### src/rtl/multichannel_software_pwm_unit_defines.svh
// assertion macros used by the channel walk sequencer of the pwm unit
`ifndef MULTICHANNEL_SOFTWARE_PWM_UNIT_DEFINES_SVH
`define MULTICHANNEL_SOFTWARE_PWM_UNIT_DEFINES_SVH

// same-cycle implication, checked on clk with reset masking
`define SWPWM_ASSERT_NOW(label, ante, cons, msg) \
  label: assert property (@(posedge clk) disable iff (!rst_n) (ante) |-> (cons)) \
    else $error(msg);

// next-cycle implication
`define SWPWM_ASSERT_NEXT(label, ante, cons, msg) \
  label: assert property (@(posedge clk) disable iff (!rst_n) (ante) |=> (cons)) \
    else $error(msg);

`endif

### src/rtl/swpwm_pkg.sv
// shared types and codes of the pwm unit
`timescale 1ns / 1ps
package swpwm_pkg;

  typedef enum logic [1:0] {
    OP_TICK    = 2'd0,
    OP_BIND    = 2'd1,
    OP_RETUNE  = 2'd2,
    OP_RELEASE = 2'd3
  } op_t;

  typedef enum logic [1:0] {
    ST_IDLE,
    ST_RUN,
    ST_DONE
  } st_t;

  typedef struct packed {
    logic [4:0]  pin;
    logic [15:0] count;
    logic [15:0] period;
    logic [15:0] term;
    logic [31:0] remaining;
  } chan_rec_t;

  typedef struct packed {
    logic [31:0] pin_levels;
    logic        matched;
  } res_t;

endpackage

### src/rtl/swpwm_chan_ram.sv
// channel table memory, one write port and one registered read port
`timescale 1ns / 1ps
module swpwm_chan_ram #(
  parameter int DEPTH = 8,
  parameter int AW    = 3
) (
  input  logic                 clk,
  input  logic                 rd_en,
  input  logic [AW-1:0]        rd_addr,
  output swpwm_pkg::chan_rec_t rd_data,
  input  logic                 wr_en,
  input  logic [AW-1:0]        wr_addr,
  input  swpwm_pkg::chan_rec_t wr_data
);
  import swpwm_pkg::*;

  chan_rec_t mem [DEPTH];
  chan_rec_t rd_data_r;

  always_ff @(posedge clk) begin
    if (wr_en) begin
      mem[wr_addr] <= wr_data;
    end
  end

  always_ff @(posedge clk) begin
    if (rd_en) begin
      rd_data_r <= mem[rd_addr];
    end
  end

  assign rd_data = rd_data_r;

endmodule

### src/rtl/swpwm_ctrl.sv
// channel walk sequencer: flags, pin levels and read-modify-write of the table
`timescale 1ns / 1ps
module swpwm_ctrl #(
  parameter int CHANNELS = 8,
  parameter int PINS     = 32,
  parameter int AW       = 3
) (
  input  logic                 clk,
  input  logic                 rst_n,
  input  logic                 in_valid,
  output logic                 in_stall,
  input  logic [1:0]           in_operation,
  input  logic [4:0]           in_pin,
  input  logic [15:0]          in_period,
  input  logic [15:0]          in_term,
  input  logic [31:0]          in_length,
  output logic                 rd_en,
  output logic [AW-1:0]        rd_addr,
  input  swpwm_pkg::chan_rec_t rd_rec,
  output logic                 wr_en,
  output logic [AW-1:0]        wr_addr,
  output swpwm_pkg::chan_rec_t wr_data,
  output logic                 res_valid,
  input  logic                 res_ready,
  output swpwm_pkg::res_t      res
);
  import swpwm_pkg::*;

  localparam logic [AW-1:0] LAST_IDX = AW'(CHANNELS - 1);

  st_t               state_r, state_nxt;
  logic [AW-1:0]     idx_r, idx_nxt;
  logic              found_r, found_nxt;
  logic [CHANNELS-1:0] active_r, active_nxt;
  logic [CHANNELS-1:0] bound_r, bound_nxt;
  logic [PINS-1:0]   lvl_r, lvl_nxt;
  op_t               op_r;
  logic [4:0]        pin_r;
  logic [15:0]       period_r;
  logic [15:0]       term_r;
  logic [31:0]       length_r;
  logic              pin_in_r;
  logic [63:0]       lvl_wide;

  assign in_stall = (state_r != ST_IDLE);

  always_ff @(posedge clk) begin
    if (!rst_n) begin
      state_r  <= ST_IDLE;
      idx_r    <= '0;
      found_r  <= 1'b0;
      active_r <= '0;
      bound_r  <= '0;
      lvl_r    <= '0;
    end else begin
      state_r  <= state_nxt;
      idx_r    <= idx_nxt;
      found_r  <= found_nxt;
      active_r <= active_nxt;
      bound_r  <= bound_nxt;
      lvl_r    <= lvl_nxt;
    end
  end

  // operation fields held for the whole walk
  always_ff @(posedge clk) begin
    if (state_r == ST_IDLE && in_valid) begin
      op_r     <= op_t'(in_operation);
      pin_r    <= in_pin;
      period_r <= in_period;
      term_r   <= in_term;
      length_r <= in_length;
      pin_in_r <= (int'(in_pin) < PINS);
    end
  end

  always_comb begin
    chan_rec_t       rec;
    logic            pin_hit;
    logic [15:0]     cnt_inc;
    logic [PINS-1:0] mask;
    state_nxt  = state_r;
    idx_nxt    = idx_r;
    found_nxt  = found_r;
    active_nxt = active_r;
    bound_nxt  = bound_r;
    lvl_nxt    = lvl_r;
    rd_en      = 1'b0;
    rd_addr    = idx_r;
    wr_en      = 1'b0;
    wr_addr    = idx_r;
    wr_data    = rd_rec;
    res_valid  = 1'b0;
    rec        = rd_rec;
    pin_hit    = bound_r[idx_r] && (rd_rec.pin == pin_r);
    cnt_inc    = rd_rec.count + 16'd1;
    mask       = '0;
    unique case (state_r)
      ST_IDLE: begin
        if (in_valid) begin
          rd_en     = 1'b1;
          rd_addr   = '0;
          idx_nxt   = '0;
          found_nxt = 1'b0;
          state_nxt = ST_RUN;
        end
      end
      ST_RUN: begin
        unique case (op_r)
          OP_TICK: begin
            if (active_r[idx_r]) begin
              // pins at or above the vector width shift out to nothing
              mask = PINS'(1) << rd_rec.pin;
              if (rd_rec.count == rd_rec.term) begin
                lvl_nxt = lvl_r & ~mask;
              end else if (rd_rec.count == 16'd0) begin
                lvl_nxt = lvl_r | mask;
              end
              if (rd_rec.remaining != 32'd0) begin
                rec.remaining = rd_rec.remaining - 32'd1;
                if (rec.remaining == 32'd0) begin
                  active_nxt[idx_r] = 1'b0;
                end
              end
              rec.count = (cnt_inc >= rd_rec.period) ? 16'd0 : cnt_inc;
              wr_en     = 1'b1;
              wr_data   = rec;
            end
          end
          OP_BIND: begin
            if (!found_r && pin_in_r && (!active_r[idx_r] || pin_hit)) begin
              rec.pin           = pin_r;
              rec.count         = 16'd0;
              rec.period        = period_r;
              rec.term          = term_r;
              rec.remaining     = length_r;
              wr_en             = 1'b1;
              wr_data           = rec;
              bound_nxt[idx_r]  = 1'b1;
              active_nxt[idx_r] = 1'b1;
              found_nxt         = 1'b1;
            end
          end
          OP_RETUNE: begin
            if (!found_r && pin_in_r && pin_hit) begin
              rec.period        = period_r;
              rec.term          = term_r;
              rec.remaining     = length_r;
              wr_en             = 1'b1;
              wr_data           = rec;
              active_nxt[idx_r] = 1'b1;
              found_nxt         = 1'b1;
            end
          end
          OP_RELEASE: begin
            if (!found_r && pin_in_r && active_r[idx_r] && pin_hit) begin
              mask              = PINS'(1) << pin_r;
              lvl_nxt           = lvl_r & ~mask;
              bound_nxt[idx_r]  = 1'b0;
              active_nxt[idx_r] = 1'b0;
              found_nxt         = 1'b1;
            end
          end
          default: ;
        endcase
        if (idx_r == LAST_IDX) begin
          state_nxt = ST_DONE;
        end else begin
          rd_en   = 1'b1;
          rd_addr = idx_r + AW'(1);
          idx_nxt = idx_r + AW'(1);
        end
      end
      ST_DONE: begin
        res_valid = 1'b1;
        if (res_ready) begin
          state_nxt = ST_IDLE;
        end
      end
      default: state_nxt = ST_IDLE;
    endcase
  end

  assign lvl_wide       = 64'(lvl_r);
  assign res.pin_levels = lvl_wide[31:0];
  assign res.matched    = (op_r == OP_TICK) || found_r;

`include "multichannel_software_pwm_unit_defines.svh"

  `SWPWM_ASSERT_NOW(a_no_rw_clash, wr_en && rd_en, wr_addr != rd_addr,
                    "table read and write hit the same channel")
  `SWPWM_ASSERT_NOW(a_active_bound, 1'b1, (active_r & ~bound_r) == '0,
                    "active channel without a pin")
  `SWPWM_ASSERT_NEXT(a_tick_keeps_bind, state_r == ST_RUN && op_r == OP_TICK,
                     bound_r == $past(bound_r), "tick changed a pin binding")

endmodule

### src/rtl/multichannel_software_pwm_unit.sv
// top level of the multichannel software pwm unit
`timescale 1ns / 1ps
// input channel (in_valid / in_stall): one operation per transfer, a tick,
// a bind, a retune or a release of a pin. output channel (out_valid /
// out_stall): one result per operation, the pin-level vector and a matched
// flag, delivered in operation order.
//
// the channel table (pin, count, period, term, remaining) sits in a
// single-port-write, registered-read memory; active and bound flags and the
// pin levels are flops. every operation walks all CHANNELS entries, one
// read-modify-write per cycle, in index order.
//
// the result is loaded into the output register once the walk has passed
// the last entry and the slot is free. a new operation is taken only back
// in ST_IDLE, after the result of the last one has gone to that register.
//
// the output register decouples the sides: while a result waits under
// out_stall the next operation is already taken and walked; only a second
// finished result waits for the slot.
//
// reset (synchronous, rst_n low) clears the flags, the pin levels and the
// output valid; table entries are only used once a bind has written them
module multichannel_software_pwm_unit #(
  parameter int CHANNELS = 8,
  parameter int PINS     = 32
) (
  input  logic        clk,
  input  logic        rst_n,
  input  logic        in_valid,
  output logic        in_stall,
  input  logic [1:0]  in_operation,
  input  logic [4:0]  in_pin,
  input  logic [15:0] in_period,
  input  logic [15:0] in_term,
  input  logic [31:0] in_length,
  output logic        out_valid,
  input  logic        out_stall,
  output logic [31:0] out_pin_levels,
  output logic        out_matched
);
  import swpwm_pkg::*;

  // table address width, at least one bit for a single channel
  localparam int AW = (CHANNELS > 1) ? $clog2(CHANNELS) : 1;

  logic          rd_en;
  logic [AW-1:0] rd_addr;
  chan_rec_t     rd_rec;
  logic          wr_en;
  logic [AW-1:0] wr_addr;
  chan_rec_t     wr_data;
  logic          res_valid;
  logic          res_ready;
  res_t          res;

  // output register
  logic          out_valid_r, out_valid_nxt;
  logic [31:0]   out_levels_r;
  logic          out_matched_r;

  swpwm_chan_ram #(
    .DEPTH (CHANNELS),
    .AW    (AW)
  ) u_ram (
    .clk     (clk),
    .rd_en   (rd_en),
    .rd_addr (rd_addr),
    .rd_data (rd_rec),
    .wr_en   (wr_en),
    .wr_addr (wr_addr),
    .wr_data (wr_data)
  );

  swpwm_ctrl #(
    .CHANNELS (CHANNELS),
    .PINS     (PINS),
    .AW       (AW)
  ) u_ctrl (
    .clk          (clk),
    .rst_n        (rst_n),
    .in_valid     (in_valid),
    .in_stall     (in_stall),
    .in_operation (in_operation),
    .in_pin       (in_pin),
    .in_period    (in_period),
    .in_term      (in_term),
    .in_length    (in_length),
    .rd_en        (rd_en),
    .rd_addr      (rd_addr),
    .rd_rec       (rd_rec),
    .wr_en        (wr_en),
    .wr_addr      (wr_addr),
    .wr_data      (wr_data),
    .res_valid    (res_valid),
    .res_ready    (res_ready),
    .res          (res)
  );

  // slot is free when empty or when its result leaves this cycle
  assign res_ready = !out_valid_r || !out_stall;

  always_comb begin
    out_valid_nxt = out_valid_r;
    if (res_valid && res_ready) begin
      out_valid_nxt = 1'b1;
    end else if (!out_stall) begin
      out_valid_nxt = 1'b0;
    end
  end

  always_ff @(posedge clk) begin
    if (!rst_n) begin
      out_valid_r <= 1'b0;
    end else begin
      out_valid_r <= out_valid_nxt;
    end
  end

  // payload only loads on a new result, so it holds while stalled
  always_ff @(posedge clk) begin
    if (res_valid && res_ready) begin
      out_levels_r  <= res.pin_levels;
      out_matched_r <= res.matched;
    end
  end

  assign out_valid      = out_valid_r;
  assign out_pin_levels = out_levels_r;
  assign out_matched    = out_matched_r;

endmodule
### config.mk
export PLATFORM = sky130hd
export DESIGN_NAME = multichannel_software_pwm_unit
export DESIGN_NICKNAME = d
export VERILOG_FILES = /design/src/rtl/swpwm_pkg.sv /design/src/rtl/swpwm_chan_ram.sv /design/src/rtl/swpwm_ctrl.sv /design/src/rtl/multichannel_software_pwm_unit.sv
export VERILOG_INCLUDE_DIRS = /design/src /design/src/rtl
export SDC_FILE = /design/constraint.sdc
export NUM_CORES = 1
export LEC_CHECK = 0
export BUFFER_PORTS_ARGS = -buffer_cell sky130_fd_sc_hd__buf_4
export CAP_MARGIN = 20
export CELL_PAD_IN_SITES_DETAIL_PLACEMENT = 1
export CELL_PAD_IN_SITES_GLOBAL_PLACEMENT = 2
export CORE_UTILIZATION = 30
export CTS_BUF_LIST = sky130_fd_sc_hd__clkbuf_2
export DETAILED_ROUTE_END_ITERATION = 8
export GPL_TIMING_DRIVEN = 1
export HOLD_SLACK_MARGIN = 0.1
export PLACE_DENSITY = 0.52
export SLEW_MARGIN = 25
export SYNTH_ARGS = -nofsm -noshare
export SYNTH_HDL_FRONTEND = slang
export SYNTH_HIERARCHICAL = 1
export SYNTH_SLANG_ARGS = --single-unit
### constraint.sdc
create_clock -name clk -period 13.6 [get_ports clk]
set_input_delay 2.72 -clock clk [delete_from_list [all_inputs] [get_ports clk]]
set_output_delay 2.72 -clock clk [all_outputs]
set_load 0.01 [all_outputs]
# Word-level counts from Yosys, hierarchy flattened
# Memories as Yosys holds them, arrays and structs flattened. A register that Yosys moved wholly into a read port is not among the register bits.
# Index checks and enable logic that the tools add are counted.
# W data, S select, Z words.
# classes
eq_ne,23
shifts,2
n_mux,54
magnitude_cmp,3
addsub,3
n_bitwise,10
reduce_logical,29
# ops
operator,n
$pmux W85 S3,1
$mux W85,2
$mux W32,5
$mux W80,1
$and A32 B32 Y32,2
$mux W64,1
$mux W8,8
$not A32 Y32,2
$pmux W32 S2,1
$shl A1 B5 Y32 const A,2
$logic_not A32 Y1,1
$or A32 B32 Y32,1
$pmux W8 S4,1
$reduce_bool A32 Y1,1
$sub A32 B1 Y32 const B,1
$mux W1,18
$add A16 B1 Y16 const B,1
$and A8 B8 Y8,2
$eq A16 B16 Y1,1
$ge A16 B16 Y1,1
$logic_not A16 Y1,1
$mux W16,1
$ne A2 B1 Y1 const B,8
$or A8 B8 Y8,2
other kinds (31),59
# word_totals
regBits,159
out_inout_bits,35
input_bits,75
mem_bits_rw,680
wordCells,139
memories,1
# mem_list
memory,depth,word_bits,read_ports,rd_clocked_by_memory_dff,write_ports,line,text
u_ram.mem,8,85,1,1,1,swpwm_chan_ram.sv:17,chan_rec_t mem [DEPTH];

# Depth between registers and ports, before layout
# Gate-level depths: netlist of the first run.
# depth
ltp_word,10
depth_mapped,17
ltp_nobuf,15

# By module
# Netlist of the first run, hierarchy kept.
# modules_own_cells
module,seq_area_each_um2,area_each_um2,cells_per_inst,instances
swpwm_chan_ram,22972.0,28091.9,1080,1
swpwm_ctrl,3213.1,8529.4,981,1
multichannel_software_pwm_unit,1011.0,1032.2,38,1

# Worst setup path after synthesis of the first run
# Ideal clock, no wire load.
# synth_path
kind,input -> register
from,input in_valid
to,"register, netlist name u_ram/rd_data[74]"
cell_stages,6
setup_ns,0.260
required_time_ns,13.340
path_buffers,2
t_arrival_ns,11.544
setup_slack_ns,1.796
cell_sequence,nor2_1 a311oi_1 o21ai_0 buf_1 buf_1 mux2_2
# synth_between
elab_chain_cells,2
elab_cells_between_ends,4
classes_between,4 x mux
# synth_lines
item,line,text
start: declaration,multichannel_software_pwm_unit.sv:29,"input logic in_valid,"
$mux W1,swpwm_ctrl.sv:100,if (in_valid) begin
$pmux W1 S2,swpwm_ctrl.sv:98,unique case (state_r)
net rd_en,multichannel_software_pwm_unit.sv:46,logic rd_en;
# The timed path passes the listed nets, and every way through them passes these cells.
# A chain may end at the register's enable or synchronous reset.

# Worst setup path after layout of the first run
# layout_path
from,register u_ctrl.idx_r[2] (netlist: u_ctrl/wr_addr[2])
to,memory u_ram/mem[7][84] (netlist name) (enable)
# layout_between
elab_chain_cells,10
elab_cells_between_ends,16
classes_between,11 x mux; 5 x reduce/logical
# layout_lines
item,line,text
start: declaration,swpwm_ctrl.sv:32,"logic [AW-1:0] idx_r, idx_nxt;"
start signal: assignment,swpwm_ctrl.sv:57,idx_r <= idx_nxt;
$bmux W1 S3 (on tied branches),"swpwm_ctrl.sv:111, swpwm_ctrl.sv:131, swpwm_ctrl.sv:95",
$mux W1 (on tied branches),"swpwm_ctrl.sv:111, swpwm_ctrl.sv:131, swpwm_ctrl.sv:95",
$logic_not A1 Y1 / $logic_and A1 B1 Y1 (equally long branches),"swpwm_ctrl.sv:131, swpwm_ctrl.sv:95",
$logic_or A1 B1 Y1,swpwm_ctrl.sv:131,if (!found_r && pin_in_r && (!active_r[idx_r] || pin_hit)) begin
$logic_and A1 B1 Y1,swpwm_ctrl.sv:131,
$mux W1,swpwm_ctrl.sv:131,
$pmux W1 S3 (*),swpwm_ctrl.sv:109,unique case (op_r)
$mux W1 (*),swpwm_ctrl.sv:98,
net wr_en,multichannel_software_pwm_unit.sv:49,logic wr_en;
$mux W1 (*),swpwm_chan_ram.sv:21,if (wr_en) begin
$mux W1 (implied by the code) (*),swpwm_chan_ram.sv:22,mem[wr_addr] <= wr_data;
end: declaration,swpwm_chan_ram.sv:17,
# Mark *: on every way through the listed nets, which the timed path passes. The rest lies on a longest branch. The select of a mux whose other input is x is not followed.

==> results of run 1 <==
-- area by class of cell --
cell class / count / area [sq um]
clock inverter: 58 / 302.8
sequential: 924 / 27200
multi-input combinational: 1014 / 9866
timing repair buffer: 158 / 1242
clock buffer: 389 / 1947
inverter: 40 / 150.1
fill: 12630 / 81350
antenna: 8 / 20.02
tap: 1637 / 2048
-- registers in the layout (all words and copies together) (netlist names), named ones only --
signal and cells:
u_ctrl/wr_addr 3, u_ctrl/state_r 2, u_ctrl/term_r 16, u_ctrl/op_r 2
u_ctrl/period_r 16, out_valid 1, u_ram/mem 680, out_pin_levels 32
out_matched 1, u_ram/rd_data 85, u_ctrl/pin_r 5, u_ctrl/length_r 32
u_ctrl/found_r 1
-- cell usage in the layout (no fill, tap or decap), drive strengths merged, types with 5 or more instances in the layout --
master	count
a21oi	23
o211ai	10
nand4	7
a22o	38
clkinv	52
a21boi	34
nand2	114
nand2b	9
a21o	5
nor4	28
nor3b	7
nor2b	15
xor2	33
mux4	172
o31ai	9
mux2i	10
and2	12
inv	43
nand3	19
o21ai	88
clkbuf	389
or3	6
or2	14
diode	8
o2bb2ai	5
ha	25
dfxtp	55
a32o	14
buf	158
mux2	89
xnor2	10
edfxtp	869
nor2	70
a22oi	54
nor3	26
and3	9
-- power by group through the flow --
stage	Combinational [W]	Sequential, W	Clock (W)
floorplan	0.000290	0.00330	0
global placement	0.000402	0.00334	0
detailed placement	0.000416	0.00334	0
CTS	0.000417	0.00328	0.00210
global route	0.000449	0.00328	0.00222
finish	0.000407	0.00328	0.00199
-- Yosys cell counts, types with 5 or more instances --
cell type    n  area (sq um)
o2bb2ai_1    5         43.79
nor2_1      70         262.8
mux4_2     172          3874
xor2_1      33         289.0
o211ai_1    10         75.07
nor4_1      27         168.9
or2_2       12         75.07
nand2_1    114         427.9
xnor2_1     10         87.58
nand3_1     19         95.09
a21o_1       5         37.54
a21oi_1     23         115.1
nor3b_1      7         52.55
a32o_1      14         140.1
ha_1        25         312.8
mux2_2      87         979.7
a22oi_1     54         405.4
mux2i_1     10         100.1
nor3_1      24         120.1
a22o_1      38         332.8
dfxtp_1     55          1101
edfxtp_1   869         26100
inv_1       38         142.6
and3_1       9         56.30
or3_1        6         37.54
clkbuf_1    77         289.0
a21boi_0    15         112.6
buf_6       13         146.4
o21ai_0     86         430.4
nand4_1      7         43.79
o31ai_1      9         67.56
buf_1       12         45.04
a21boi_1    19         142.6
buf_2       17         85.08
and2_1      11         68.82
nand2b_1     9         56.30
nor2b_1     15         93.84
-- per-layer routing --
metal	track usage, %	vias up
met4	7.459	0
met1	21.19	10970
met5	0	-
met2	27.59	510
li1	-	9266
met3	3.396	236
-- final timing paths --
kind	endpoint	slack, ns
hold reg to reg	out_pin_levels[3]$_DFFE_PP_	0.40
setup reg to reg	u_ram/mem[7][84]$_DFFE_PP_	8.31
hold / removal	out_pin_levels[3]$_DFFE_PP_	0.40
setup / recovery	u_ram/mem[7][84]$_DFFE_PP_	8.31
-- through the flow --
| stage | util (%) | power (W) |
|---|---|---|
| 3_5_place_dp | 32.58 | 0.003757 |
| 3_3_place_gp | 32.58 | 0.003743 |
| 6_report | 34.46 | 0.005668 |
| 4_1_cts | 34.40 | 0.005796 |
| 2_1_floorplan | - | 0.003590 |
| 5_1_grt | 34.46 | 0.005954 |
-- cells by family (layout without fill, tap and decap cells) --
logic type	after synthesis	in the layout	synth area share, %
buf+inv	161	645	1.941
compound gates	315	315	5.922
simple gates	360	360	4.845
other cells	0	8	0
fa+ha+maj	25	25	0.8307
mux	271	271	13.24
flops	924	924	72.23
xor+xnor	43	43	1.000
-- worst register-to-register path, stage by stage, from the launching register on --
cell	delay (ns)
dfxtp_1	0.84
nor2_1	0.27
a22oi_1	0.36
and4_1	0.40
o21ai_1	0.25
a31oi_1	0.26
nand2_1	0.26
nor2_4	0.91
buf_4	0.66
buf_4	0.70
==> results.cfg, run 1 <==
[worst_setup_path]
critPathMaxStageDelay_ns = 0.91
critPathRequiredTime_ns = 14.67
r2r_cells = 9
critPathMostFrequentCell = buf_4
end_kind = flop
cp_max_fo = 35
crit_start = u_ctrl/wr_addr[2]$_SDFF_PN0_
crit_arrival_ns = 6.35
critPathBufInv = 2
r2r-start = u_ctrl/wr_addr[2]$_SDFF_PN0_
path_delay_family = simple AND/OR/NAND/NOR gates
startpoint_type = flop
worstSetupPathType = flop to flop
critPathSlowestCell = nor2_4
cp_cell_sequence = nor2_1 -> a22oi_1 -> and4_1 -> o21ai_1 -> a31oi_1 -> nand2_1 -> nor2_4 -> buf_4 -> buf_4
cp.depth = 9

[yosys]
syn_area_per_cell_sq_um = 17.94
syn_area_sq_um = 37650
synth_flop_cell = edfxtp_1
ys_seq_elements = 924
yosys.cell_types.count = 74
async_flop_share_pct = 0
synth_warnings = 6
synth_edf_count = 869
syn_inst = 2099
synthesis.nets = 2199
ys_seq_area_share_pct = 72.23

[clocking]
cts_buffers = 276
clk_latency_ns = 1.55
post-cts-setup-buffers = 0
clkTransAtPathRegs_ns = 0.10
ctsHoldBuffers = 0
post_cts_resized = 0
cts_tree = done
clock_path_buffers = 4
cts.sinks = 924
htreeDepth = 5
cts_root_buffer = clkbuf_2

[timing]
slew_headroom_pct = 28.05
finalHoldViolations = 0
finalCritPeriodShare_pct = 38.87
grt_setup_unrepaired = no
setup_violations = 0
fin_setup_tns_ns = 0
tightestPinTransition_ns = 1.068
fin_ws_ns = 8.314
finalMaxSlewViolations = 0
max_freq_mhz = 189.2
fin_skew_ns = 0.1853
holdWs_ns = 0.3975
fin_crit_ns = 5.286

[finish]
area_growth_pct = 13.59
design_area_sq_um = 42770
final_net_count = 2514
layout-drive-gt1-share_pct = 33.18
stdcell_count = 4228

[route]
drcViolationCount = 7
wl_met3_um = 3762
drt-met1-wl_um = 46170
firstDrtPassIters = 9
vias = 20980
drt_iter0_drc = 1249
drt_wl_total_um = 105100
wl_per_cell_um = 24.85
ant_nets = 0
dr.max_layer_used = met4
wl_met2_um = 51580
viasPerCell = 4.962

[placement]
place_area_sq_um = 40440
dp_hpwl_um = 59680
io_buffers = 109
place_congestion = 0.7688
place_ws_ns = 7.392
dp_cells = 3771

[grt]
grt_pass1_wl_um = 154500
grt_pass1_vias = 23300
grt_max_degree = 96
overflow = 0
track_usage_pct = 16.71
grt_antenna_before_repair = 2

[die]
die_h_um = 356.3
rows = 129
initial_core_util_pct = 30.34
dieWidth_um = 356.3
die-area_sq_um = 126900
ios = 110
coreArea_sq_um = 124100

[run_status]
violations = DRC
outcome = finished, violations left

[power]
p_seq_share_pct = 57.8
power_density_nw_per_um2 = 132.5
switching_share_pct = 26.15
ir_drop_mv = 0.07441
p_leak_nw = 14.07
p_sw_w = 0.001482
p_comb_share_pct = 7.2
power.clock.fraction_pct = 35.0
intPower_w = 0.004186

[hold_path]
min_path_type = flop to flop
hold_path_depth = 0

[job]
maxCapViolations = 0
Note: power is estimated with default switching activity, not from simulation.
==> run 2: changes to the inputs <==
Settings changed: PLACE_DENSITY 0.52 to 0.54.
Clock period 13.6 ns to 4.5 ns, I/O delays scaled along.
==> run 2 against run 1 <==
Effect of this change: the flow still finishes with violations (DRC); worst setup slack got worse by 8.0 ns; clock skew decreased by 0.071 ns; hold slack improved by 0.028 ns; via count increased by 2.3%; cell area increased by 4.4%; routed wire length decreased by 2.5%; non-clock buffer count increased by 179; global-route usage decreased by 0.39 points; largest cell class unchanged; largest power group unchanged.
==> results.cfg, run 2 (synthesis gave the netlist of run 1 again) <==
[run_status]
outcome = finished, violations left
violations = DRC

[route]
firstDrtPassIters = 7
drt_wl_total_um = 102400
drcViolationCount = 10
ant_nets = 0
viasPerCell = 4.905
drt_iter0_drc = 1335
vias = 21470
wl_per_cell_um = 23.40

[hold_path]
hold_path_depth = 0
hold_end = out_pin_levels[23]$_DFFE_PP_
min_path_type = flop to flop

[worst_setup_path]
cp_max_fo = 9
end_kind = flop
crit_start = u_ram/rd_data[65]$_DFFE_PP_
worstReg2RegEnd = u_ram/mem[4][79]$_DFFE_PP_
r2r_cells = 15
worstSetupPathType = flop to flop
crit_arrival_ns = 5.48
rrSetupSlack_ns = 0.33
r2r-start = u_ram/rd_data[65]$_DFFE_PP_
startpoint_type = flop
critPathRequiredTime_ns = 5.81

[finish]
layout-drive-gt1-share_pct = 31.08
largest-register = u_ram/mem
final_common_cell = edfxtp_1
layout_common_cells = 869 x edfxtp_1, 333 x clkbuf_2, 172 x mux4_2
area_growth_pct = 18.55
final_net_count = 2656
largest_reg_flops = 680

[clocking]
htreeDepth = 4
cts_tree = done
cts.sinks = 924
cts_root_buffer = clkbuf_2
clock_path_buffers = 3
cts_buffers = 239
clkTransAtPathRegs_ns = 0.10
clk_latency_ns = 1.61
post-cts-setup-buffers = 0

[power]
total_power_w = 0.01701
p_seq_share_pct = 58.1
ir_drop_mv = 0.2428
p_comb_share_pct = 8.1
p_leak_nw = 14.76
power.clock.fraction_pct = 33.9
p_sw_w = 0.004440
intPower_w = 0.01257
power_density_nw_per_um2 = 381.0
switching_share_pct = 26.10

[grt]
grt_antenna_before_repair = 4
overflow = 0
grt_pass1_wl_um = 152300
grt_pass1_vias = 23580
grt_max_degree = 87
track_usage_pct = 16.33

[placement]
place_congestion = 0.7814
io_buffers = 109
dp_hpwl_um = 60080

[timing]
fin_crit_ns = 4.174
grt_setup_unrepaired = no
finalCritPeriodShare_pct = 92.75
fin_setup_tns_ns = 0
slew_headroom_pct = 29.66
holdWs_ns = 0.4260
tightestPinTransition_ns = 1.044
finalMaxSlewViolations = 0
finalHoldViolations = 0
fin_skew_ns = 0.1143
setup_violations = 0
max_freq_mhz = 239.6

[die]
dieWidth_um = 356.3
ios = 110
die-area_sq_um = 126900
rows = 129
die_h_um = 356.3
coreArea_sq_um = 124100
initial_core_util_pct = 30.34

[job]
maxCapViolations = 0
run 2: worst max-delay path, stage by stage, from the launching register on:
cell	delay (ns)
edfxtp_1	0.48
ha_1	0.23
and3_1	0.21
nand3_1	0.13
nor2_1	0.21
and3_1	0.26
nor2b_1	0.08
or2_2	0.30
ha_1	0.30
a21o_1	0.16
a21o_1	0.17
a21o_1	0.17
a211oi_1	0.23
o21a_1	0.43
buf_4	0.23
a32o_1	0.37
run 2: worst max path at each step:
| stage | end | slack [ns] |
|---|---|---|
| floorplan | u_ram/rd_data[0]$_DFFE_PP_ | -0.52 |
| global placement | u_ram/mem[2][77]$_DFFE_PP_ | 0.42 |
| detailed placement | u_ram/mem[5][79]$_DFFE_PP_ | 0.33 |
| CTS | u_ram/mem[6][79]$_DFFE_PP_ | 0.27 |
| global route | u_ram/mem[4][79]$_DFFE_PP_ | 0.01 |
| finish | u_ram/mem[4][79]$_DFFE_PP_ | 0.33 |
run 2: metal layers:
metal  routed length [um]  part of all wire, %  vias to the layer above  track usage, %
met5                    0                    0                        -               0
li1                     -                    -                     9558               -
met4                 2612                  2.5                        0           6.292
met3                 4038                  3.9                      171           3.453
met2                49610                   48                      467           26.43
met1                46180                   45                    11270           21.46
run 2: per-stage QoR:
step	area (sq um)	util, %	setup slack, ns	instances
2_1_floorplan	37810	-	-0.5219	2099
3_5_place_dp	40980	33.02	0.3331	3805
3_3_place_gp	40980	33.02	0.4162	3805
4_1_cts	44620	35.95	0.2726	4369
6_report	44640	35.96	0.3261	4377
5_1_grt	44640	35.96	0.01086	4376
run 2: power groups by stage:
| stage | clock (W) | sequential, W | combinational (W) |
|---|---|---|---|
| after global placement | 0 | 0.0101 | 0.00126 |
| final | 0.00576 | 0.00988 | 0.00137 |
| after detailed placement | 0 | 0.0101 | 0.00130 |
| after CTS | 0.00609 | 0.00988 | 0.00140 |
| after global routing | 0.00647 | 0.00990 | 0.00151 |
| after floorplan | 0 | 0.00996 | 0.000889 |
run 2: cell type report:
class | instances | area, sq um
antenna | 8 | 20.02
clock buffer | 333 | 1667
clock inverter | 84 | 496.7
fill | 12560 | 79480
inverter | 40 | 150.1
multi-input combinational | 1014 | 9897
sequential | 924 | 27200
tap | 1637 | 2048
timing repair buffer | 337 | 3161
run 2: repair_timing:
action	in CTS	in global routing
hold endpoints to repair	226	0
gates resized for setup	0	0
hold buffers	147	0
